$ cat config.mk
export PLATFORM = sky130hd
export DESIGN_NAME = uart_rx_tx_ring_buffers
export DESIGN_NICKNAME = d
export VERILOG_FILES = /design/src/uartrb_pkg.sv /design/src/uart_rx_tx_ring_buffers.sv
export SDC_FILE = /design/constraint.sdc
export NUM_CORES = 1
export LEC_CHECK = 0
export BUFFER_PORTS_ARGS = -buffer_cell sky130_fd_sc_hd__buf_4
export CORE_ASPECT_RATIO = 1.2
export CORE_MARGIN = 3
export CORE_UTILIZATION = 53
export CTS_BUF_LIST = sky130_fd_sc_hd__clkbuf_8
export DETAILED_ROUTE_END_ITERATION = 8
export PLACE_DENSITY = 0.74
export SYNTH_ARGS = -nofsm -noshare
export SYNTH_HDL_FRONTEND = slang
export SYNTH_SLANG_ARGS = --single-unit
export TNS_END_PERCENT = 20
$ cat constraint.sdc
create_clock -name clk -period 3.3 [get_ports clk]
set_input_delay 0.66 -clock clk [delete_from_list [all_inputs] [get_ports clk]]
set_output_delay 0.66 -clock clk [all_outputs]
set_load 0.01 [all_outputs]
$ cat src/uartrb_pkg.sv
package uartrb_pkg;

	localparam int RX_DEPTH_DEF = 16;
	localparam int TX_DEPTH_DEF = 16;
	localparam int BYTE_W       = 8;
	localparam int LVL_W        = 5;

	typedef enum logic [1:0] {
		FUNC_SEND    = 2'd0,
		FUNC_READ    = 2'd1,
		FUNC_RX_BYTE = 2'd2,
		FUNC_TX_MT   = 2'd3
	} func_t;

endpackage

$ cat src/uart_rx_tx_ring_buffers.sv
// Receive and transmit byte rings between a host and a UART, with a
// transmitter-idle flag. Each item is one event chosen by func: host send,
// host read, byte arrived from the line, or transmitter empty. An item is
// taken on any rising edge with start high; busy is always low, so one event
// per cycle is sustained. Every item gives exactly one result, shown on the
// result ports with done high for the single cycle right after the accepting
// edge. The receiver cannot stall; results must be captured
// when done is high. Ring pointers, counts and the idle flag update at the
// accepting edge, and the ring read (oldest entry at the head) is sampled at
// the same edge into the result register. A host send while the transmitter
// is idle goes straight out on tx_byte and bypasses the transmit ring. A send
// into a full transmit ring sets send_refused; a line byte into a full receive
// ring sets rx_dropped. Read results and transmit bytes read as zero when
// their valid bit is low. Levels report the fill count after the event,
// truncated to 5 bits. Ring storage is not cleared by reset; its contents are
// only ever used inside the fill count.
module uart_rx_tx_ring_buffers
	import uartrb_pkg::*;
#(
	parameter int RX_DEPTH = RX_DEPTH_DEF,
	parameter int TX_DEPTH = TX_DEPTH_DEF
) (
	input  logic              clk,
	input  logic              arst_n,
	input  logic              start,
	output logic              busy,
	output logic              done,
	input  logic [1:0]        func,
	input  logic [BYTE_W-1:0] data_byte,
	output logic              tx_load_valid,
	output logic [BYTE_W-1:0] tx_byte,
	output logic              read_valid,
	output logic [BYTE_W-1:0] read_byte,
	output logic              send_refused,
	output logic              rx_dropped,
	output logic [LVL_W-1:0]  rx_level,
	output logic [LVL_W-1:0]  tx_level,
	output logic              transmitter_idle
);

	localparam int RX_AW = $clog2(RX_DEPTH);
	localparam int TX_AW = $clog2(TX_DEPTH);
	localparam int RX_CW = $clog2(RX_DEPTH + 1);
	localparam int TX_CW = $clog2(TX_DEPTH + 1);

	// ring storage
	logic [BYTE_W-1:0] rx_mem [RX_DEPTH];
	logic [BYTE_W-1:0] tx_mem [TX_DEPTH];

	// ring state
	logic [RX_AW-1:0] rx_head_q, rx_tail_q, rx_head_d, rx_tail_d;
	logic [TX_AW-1:0] tx_head_q, tx_tail_q, tx_head_d, tx_tail_d;
	logic [RX_CW-1:0] rx_cnt_q, rx_cnt_d;
	logic [TX_CW-1:0] tx_cnt_q, tx_cnt_d;
	logic             idle_q, idle_d;

	// per-event decisions
	logic accept;
	logic rx_wr, tx_wr;
	logic load_v, load_from_ring, rd_v, refused, dropped;

	// result register
	logic              done_s1;
	logic              load_v_s1, load_ring_s1, rd_v_s1, refused_s1, dropped_s1;
	logic [BYTE_W-1:0] byte_s1, rx_rd_s1, tx_rd_s1;
	logic [RX_CW-1:0]  rx_cnt_s1;
	logic [TX_CW-1:0]  tx_cnt_s1;
	logic              idle_s1;

	assign busy   = 1'b0;
	assign accept = start && !busy;

	function automatic logic [RX_AW-1:0] rx_inc(input logic [RX_AW-1:0] p);
		rx_inc = (p == RX_AW'(RX_DEPTH - 1)) ? '0 : p + RX_AW'(1);
	endfunction

	function automatic logic [TX_AW-1:0] tx_inc(input logic [TX_AW-1:0] p);
		tx_inc = (p == TX_AW'(TX_DEPTH - 1)) ? '0 : p + TX_AW'(1);
	endfunction

	always_comb begin
		rx_head_d      = rx_head_q;
		rx_tail_d      = rx_tail_q;
		rx_cnt_d       = rx_cnt_q;
		tx_head_d      = tx_head_q;
		tx_tail_d      = tx_tail_q;
		tx_cnt_d       = tx_cnt_q;
		idle_d         = idle_q;
		rx_wr          = 1'b0;
		tx_wr          = 1'b0;
		load_v         = 1'b0;
		load_from_ring = 1'b0;
		rd_v           = 1'b0;
		refused        = 1'b0;
		dropped        = 1'b0;
		case (func_t'(func))
			FUNC_SEND: begin
				if (idle_q) begin
					// idle transmitter: bypass the ring
					idle_d = 1'b0;
					load_v = 1'b1;
				end else if (tx_cnt_q == TX_CW'(TX_DEPTH)) begin
					refused = 1'b1;
				end else begin
					tx_wr     = 1'b1;
					tx_tail_d = tx_inc(tx_tail_q);
					tx_cnt_d  = tx_cnt_q + TX_CW'(1);
				end
			end
			FUNC_READ: begin
				if (rx_cnt_q != '0) begin
					rd_v      = 1'b1;
					rx_head_d = rx_inc(rx_head_q);
					rx_cnt_d  = rx_cnt_q - RX_CW'(1);
				end
			end
			FUNC_RX_BYTE: begin
				if (rx_cnt_q == RX_CW'(RX_DEPTH)) begin
					dropped = 1'b1;
				end else begin
					rx_wr     = 1'b1;
					rx_tail_d = rx_inc(rx_tail_q);
					rx_cnt_d  = rx_cnt_q + RX_CW'(1);
				end
			end
			FUNC_TX_MT: begin
				if (tx_cnt_q == '0) begin
					idle_d = 1'b1;
				end else begin
					load_v         = 1'b1;
					load_from_ring = 1'b1;
					tx_head_d      = tx_inc(tx_head_q);
					tx_cnt_d       = tx_cnt_q - TX_CW'(1);
					idle_d         = 1'b0;
				end
			end
			default: begin
				idle_d = idle_q;
			end
		endcase
	end

	always_ff @(posedge clk or negedge arst_n) begin
		if (!arst_n) begin
			rx_head_q <= '0;
			rx_tail_q <= '0;
			rx_cnt_q  <= '0;
			tx_head_q <= '0;
			tx_tail_q <= '0;
			tx_cnt_q  <= '0;
			idle_q    <= 1'b1;
			done_s1   <= 1'b0;
		end else begin
			done_s1 <= accept;
			if (accept) begin
				rx_head_q <= rx_head_d;
				rx_tail_q <= rx_tail_d;
				rx_cnt_q  <= rx_cnt_d;
				tx_head_q <= tx_head_d;
				tx_tail_q <= tx_tail_d;
				tx_cnt_q  <= tx_cnt_d;
				idle_q    <= idle_d;
			end
		end
	end

	// ring ports: at most one write and one head read per ring per item
	always_ff @(posedge clk) begin
		if (accept) begin
			if (rx_wr) begin
				rx_mem[rx_tail_q] <= data_byte;
			end
			if (tx_wr) begin
				tx_mem[tx_tail_q] <= data_byte;
			end
			rx_rd_s1 <= rx_mem[rx_head_q];
			tx_rd_s1 <= tx_mem[tx_head_q];
		end
	end

	// result payload
	always_ff @(posedge clk) begin
		if (accept) begin
			load_v_s1    <= load_v;
			load_ring_s1 <= load_from_ring;
			rd_v_s1      <= rd_v;
			refused_s1   <= refused;
			dropped_s1   <= dropped;
			byte_s1      <= data_byte;
			rx_cnt_s1    <= rx_cnt_d;
			tx_cnt_s1    <= tx_cnt_d;
			idle_s1      <= idle_d;
		end
	end

	assign done             = done_s1;
	assign tx_load_valid    = load_v_s1;
	assign tx_byte          = !load_v_s1   ? '0 :
	                          load_ring_s1 ? tx_rd_s1 : byte_s1;
	assign read_valid       = rd_v_s1;
	assign read_byte        = rd_v_s1 ? rx_rd_s1 : '0;
	assign send_refused     = refused_s1;
	assign rx_dropped       = dropped_s1;
	assign rx_level         = LVL_W'(rx_cnt_s1);
	assign tx_level         = LVL_W'(tx_cnt_s1);
	assign transmitter_idle = idle_s1;

endmodule

# [Word level (Yosys, flattened, before mapping)]
# Memories as Yosys holds them, arrays and structs flattened. A register that Yosys moved wholly into a read port is not among the register bits.
# Index checks and enable logic that the tools add are counted.
[classes] n_addsub=8 n_reduce_logical=8 mux=33 n_eq_ne=9 bitwise_logic=5
[ops] op="2-to-1 mux 5 bit" n=5
[ops] op="2-to-1 mux 8 bit" n=3
[ops] op="case mux 5 bit (2 select lines)" n=2
[ops] op="2-to-1 mux 1 bit" n=17
[ops] op="adder 4 x 1 -> 4 bit (second input constant)" n=4
[ops] op="== test 4 bit (second input constant)" n=4
[ops] op="2-to-1 mux 4 bit" n=4
[ops] op="adder 5 x 1 -> 5 bit (second input constant)" n=2
[ops] op="== test 5 bit (second input constant)" n=2
[ops] op="subtractor 5 x 1 -> 5 bit (second input constant)" n=2
[ops] op="AND reduction 3 bit" n=3
[ops] op="logical NOT 5 bit" n=1
[ops] op="NOT 1 bit" n=5
[ops] op="nonzero test 5 bit" n=1
[ops] op="== test 2 bit (second input constant)" n=2
[ops] op="case mux 1 bit (2 select lines)" n=2
[ops] op="AND reduction 4 bit" n=1
[ops] op="== test 2 x 1 -> 1 bit (second input constant)" n=1
[ops] op="logical NOT 2 bit" n=1
[ops] op="OR reduction 2 bit" n=1
[word_totals] mem_count=2 mem_bits_rw=256 inputBits=13 wordCells=82 output_inout_bits=33 regBits=52
[memory_table] name="rx_mem" words=16 width=8 read_ports=1 rd_ports_with_merged_regs=1 write_ports=1 line_no="uart_rx_tx_ring_buffers.sv:47" rtl="logic [BYTE_W-1:0] rx_mem [RX_DEPTH];"
[memory_table] name="tx_mem" words=16 width=8 read_ports=1 rd_ports_with_merged_regs=1 write_ports=1 line_no="uart_rx_tx_ring_buffers.sv:48" rtl="logic [BYTE_W-1:0] tx_mem [TX_DEPTH];"

# [Logic depth before layout (Yosys ltp)]
[depth] depth_word=7 mapped_depth=8 mapped_depth_nobuf=7

# [Worst setup path before layout]
# No wires, ideal clock.
[synth_timing] path_type="input to register" from="in func[0]" to="mem rx_mem[3][0], enable pin" path_stages=7 required_ns=2.917 slack_ns=0.695 arrival_ns=2.221 cell_sequence="inv_1 ha_1 clkbuf_1 inv_1 a21oi_1 nand3_1 nor3_1"
[synth_via] elab_chain_cells=5
[synth_rtl] item="start: declaration" line_no="uart_rx_tx_ring_buffers.sv:28" rtl="input logic [1:0] func,"
[synth_rtl] item="== test 2 bit" line_no="uart_rx_tx_ring_buffers.sv:96" rtl="case (func_t'(func))"
[synth_rtl] item="2-to-1 mux 1 bit" line_no="uart_rx_tx_ring_buffers.sv:96"
[synth_rtl] item="2-to-1 mux 1 bit" line_no="uart_rx_tx_ring_buffers.sv:170" rtl="if (rx_wr) begin"
[synth_rtl] item="2-to-1 mux 1 bit" line_no="uart_rx_tx_ring_buffers.sv:169" rtl="if (accept) begin"
[synth_rtl] item="2-to-1 mux 1 bit (not written as such)" line_no="uart_rx_tx_ring_buffers.sv:171" rtl="rx_mem[rx_tail_q] <= data_byte;"
[synth_rtl] item="end: declaration" line_no="uart_rx_tx_ring_buffers.sv:47"
# No other way between the ends.

# [Worst setup path after layout]
[layout_timing] from="reg tx_cnt_q[0]" to="mem tx_mem[10][3], enable pin"
[layout_via] elab_chain_cells=7
[layout_rtl] item="start: declaration" line_no="uart_rx_tx_ring_buffers.sv:54" rtl="logic [TX_CW-1:0] tx_cnt_q, tx_cnt_d;"
[layout_rtl] item="start signal: assignment" line_no="uart_rx_tx_ring_buffers.sv:161" rtl="tx_cnt_q <= tx_cnt_d;"
[layout_rtl] item="== test 5 bit" line_no="uart_rx_tx_ring_buffers.sv:102" rtl="end else if (tx_cnt_q == TX_CW'(TX_DEPTH)) begin"
[layout_rtl] item="2-to-1 mux 1 bit" line_no="uart_rx_tx_ring_buffers.sv:102"
[layout_rtl] item="2-to-1 mux 1 bit" line_no="uart_rx_tx_ring_buffers.sv:98" rtl="if (idle_q) begin"
[layout_rtl] item="2-to-1 mux 1 bit" line_no="uart_rx_tx_ring_buffers.sv:96"
[layout_rtl] item="2-to-1 mux 1 bit" line_no="uart_rx_tx_ring_buffers.sv:173" rtl="if (tx_wr) begin"
[layout_rtl] item="2-to-1 mux 1 bit" line_no="uart_rx_tx_ring_buffers.sv:169"
[layout_rtl] item="2-to-1 mux 1 bit (not written as such)" line_no="uart_rx_tx_ring_buffers.sv:174" rtl="tx_mem[tx_tail_q] <= data_byte;"
[layout_rtl] item="end: declaration" line_no="uart_rx_tx_ring_buffers.sv:48"
# No other way between the ends.

==> out/metrics.json <==
{
  "worstSetupPathDepth": 6,
  "place.port_buffers": 44,
  "p_leak_nw": 5.26,
  "timing.rr.end": "tx_mem[10][3]",
  "post_detailed_route_count_of_antenna_violating_nets": 0,
  "worstMarginPinSlew_ps": 1380,
  "post-route-drc-count": 0,
  "period_minus_slack_ps": 2720,
  "synth_top_cell_area_share": 0.658,
  "routed_wirelength_mm": 28.8,
  "pre_cts_ws_ps": 263,
  "post-layout-total-power_mw": 11.5,
  "first_pass_iters": 5,
  "regToRegSetupSlack_ps": 580,
  "diode_count": 0,
  "worstSetupStartpointType": "flop",
  "dp_cells": 1119,
  "timing.critical_path.cells": "inv_1 -> ha_1 -> and4bb_4 -> or3_1 -> nor3b_2 -> and2_1",
  "synthTopCellsByCount": "296 x edfxtp_1, 52 x mux2i_1, 48 x mux4_2, 27 x dfrtp_1, 26 x nand2_1",
  "die_area_mm2": 0.0274,
  "residual_overflow_from_global_routing": 0,
  "number_of_cts_inserted_buffers": 45,
  "net_count_of_the_mapped_netlist": 811,
  "status": "finished clean",
  "layout.cells.non_filler": 1203,
  "drtIter0Drc": 864,
  "synth_area_leader_cell": "edfxtp_1",
  "top_signal_layer_used": "met4",
  "grt_setup_unrepaired": "no",
  "die_h_um": 181,
  "final_min_period_over_clock_period": 0.823,
  "first_global_vias": 7432,
  "cts_sinks": 324,
  "post_dr_wirelength_cell_um": 24.0,
  "drive_above_1_share": 0.218,
  "setup.worst_path.end": "tx_mem[10][3]",
  "cap_viol_max_count": 0,
  "synth-warning-count": 0,
  "detailroute.via_count": 7395,
  "normalized_max_slew_margin": 0.0799,
  "cpLargestDelayFamily": "simple AND/OR/NAND/NOR gates",
  "layout.filler_cells": 1762,
  "clock_latency_ps": 550,
  "cp_slowest_stage_delay_ps": 530,
  "slew_violations": 0,
  "worst_ir_drop_vdd_mv": 0.286,
  "top_level_ports": 46,
  "initial_antenna_violation_count": 0,
  "post-cts-setup-buffer-count": 0,
  "cp_num_buf_inv": 1,
  "number_of_synthesized_flops_with_an_enable_pin": 296,
  "cp_slowest_cell": "or3_1",
  "grt_pass1_wl_mm": 44.0,
  "gp_congestion": 0.907,
  "part_of_the_yosys_area_used_for_sequential_elements": 0.710,
  "tns_ps": 0,
  "setup_violations": 0,
  "critical_path.reg2reg.startpoint": "tx_cnt_q[0]",
  "worst-setup-path-type": "reg -> reg",
  "fin_skew_ps": 12.6,
  "synth_most_common_cell": "edfxtp_1",
  "arrival_ps": 2930,
  "cts.repair.resized": 0,
  "fp-row-count": 63,
  "timing.final.hold_violations": 0,
  "timing.critical_path.to_type": "flop",
  "fin_area_mm2": 0.0150,
  "floorplan.initialDensity": 0.542,
  "timing.critical_path.required_ps": 3510,
  "synth-main-ff-cell": "edfxtp_1",
  "setup_ws_ps": 584,
  "critPathLaunch": "tx_cnt_q[0]",
  "post_route_worst_hold_slack_ps": 57.2,
  "grt_max_degree": 46,
  "hold_buffers": 0,
  "avgSynthCellArea_um2": 17.3,
  "rr_worst_depth": 6,
  "synth_cell_types": 68,
  "cts_tree": "done",
  "cts-root-to-sink-buffers": 3,
  "floorplan.die.width_um": 152,
  "gate_count_after_technology_mapping": 780,
  "layout.core_utilization": 0.603,
  "detailed_place.area_mm2": 0.0142,
  "met3WireLength_mm": 2.14,
  "synthToLayoutAreaGrowth_pct": 11.2,
  "worst_setup_hold_path_clk_slew_ps": 70,
  "synthesis.area_mm2": 0.0135,
  "detailroute.wirelength.met2_mm": 14.6,
  "design.final.nets": 872,
  "netlist_top_cells_area": "edfxtp_1 66%, mux4_2 8.0%, dfrtp_1 5.0%",
  "postSynth.asyncResetShare": 0.0864,
  "core_area_mm2": 0.0249,
  "maxClockFrequency_mhz": 368,
  "p_per_area_mw_per_mm2": 764,
  "cts-htree-levels": 2,
  "cts_root_buf": "clkbuf_8",
  "viasPerCell": 6.15,
  "yosys_register_bits": 324,
  "post-dp-hpwl_mm": 18.2,
  "wl_met1_mm": 11.3,
  "path_max_fanout": 9,
  "grt_use_total": 0.213,
  "worst_min_delay_path_class": "in -> async"
}
[layout by cell type (no fill, tap or decap), types with 8 or more instances in the layout]
master	instances
buf_4	62
mux2i_1	52
o21ai_0	23
ha_1	18
and2_1	25
edfxtp_1	296
mux4_2	48
mux2_2	10
nand2_1	26
inv_1	41
nor2b_1	20
a221oi_1	17
a22oi_1	9
clkbuf_8	50
nor2_1	21
a211oi_1	8
a21oi_1	14
dfrtp_1	25
clkinv_1	8
nand3_1	12
[worst min path at each step]
stage,to,cells past startpoint,slack (ps)
2_1_floorplan,done,0,360
3_3_place_gp,rx_tail_q[0],1,560
3_5_place_dp,tx_tail_q[1],1,610
4_1_cts,tx_cnt_q[1],1,50
5_1_grt,tx_tail_q[1],1,70
6_report,tx_tail_q[1],1,60
[kinds of logic after synthesis]
logic type,after synthesis,share of synthesized area
compound gates,121,0.0648
xor+xnor,4,0.00259
fa+ha+maj,18,0.0167
buf+inv,68,0.0224
flops,324,0.710
mux,110,0.127
other cells,1,0.000278
simple gates,134,0.0562
[power by group]
part,switching (mW),internal (mW)
Clock,1.42,1.47
Sequential,0.652,4.92
Combinational,1.50,1.51
Total,3.57,7.89
[per-layer routing]
layer	up-vias	GRT usage
met1	3720	0.287
met2	377	0.354
met4	0	0.0701
met3	61	0.0389
met5	-	0
li1	3237	-
[sequential cells by signal, summed over array words and instances, names as in the netlist, 4 cells and up]
| signal | count |
|---|---|
| tx_tail_q | 4 |
| tx_mem | 128 |
| rx_head_q | 4 |
| byte_s1 | 8 |
| rx_level | 5 |
| tx_head_q | 4 |
| tx_cnt_q | 5 |
| rx_rd_s1 | 8 |
| rx_tail_q | 4 |
| rx_mem | 128 |
| tx_rd_s1 | 8 |
| tx_level | 5 |
| rx_cnt_q | 5 |
[worst reg2reg max path, stage by stage (launching register included)]
cell and delay [ps]:
dfrtp_1 470, inv_1 70, ha_1 270, and4bb_4 250, or3_1 530, nor3b_2 390
and2_1 400
[layout make-up]
type,count,area (um2),area share
Sequential cell,324,9590,0.639
Tap cell,325,407,0.0271
Timing Repair Buffer,63,485,0.0323
Clock inverter,34,159,0.0106
Multi-Input combinational cell,388,3610,0.241
Clock buffer,50,688,0.0458
Inverter,19,71.3,0.00475
Power figures use the tool's default switching activity.
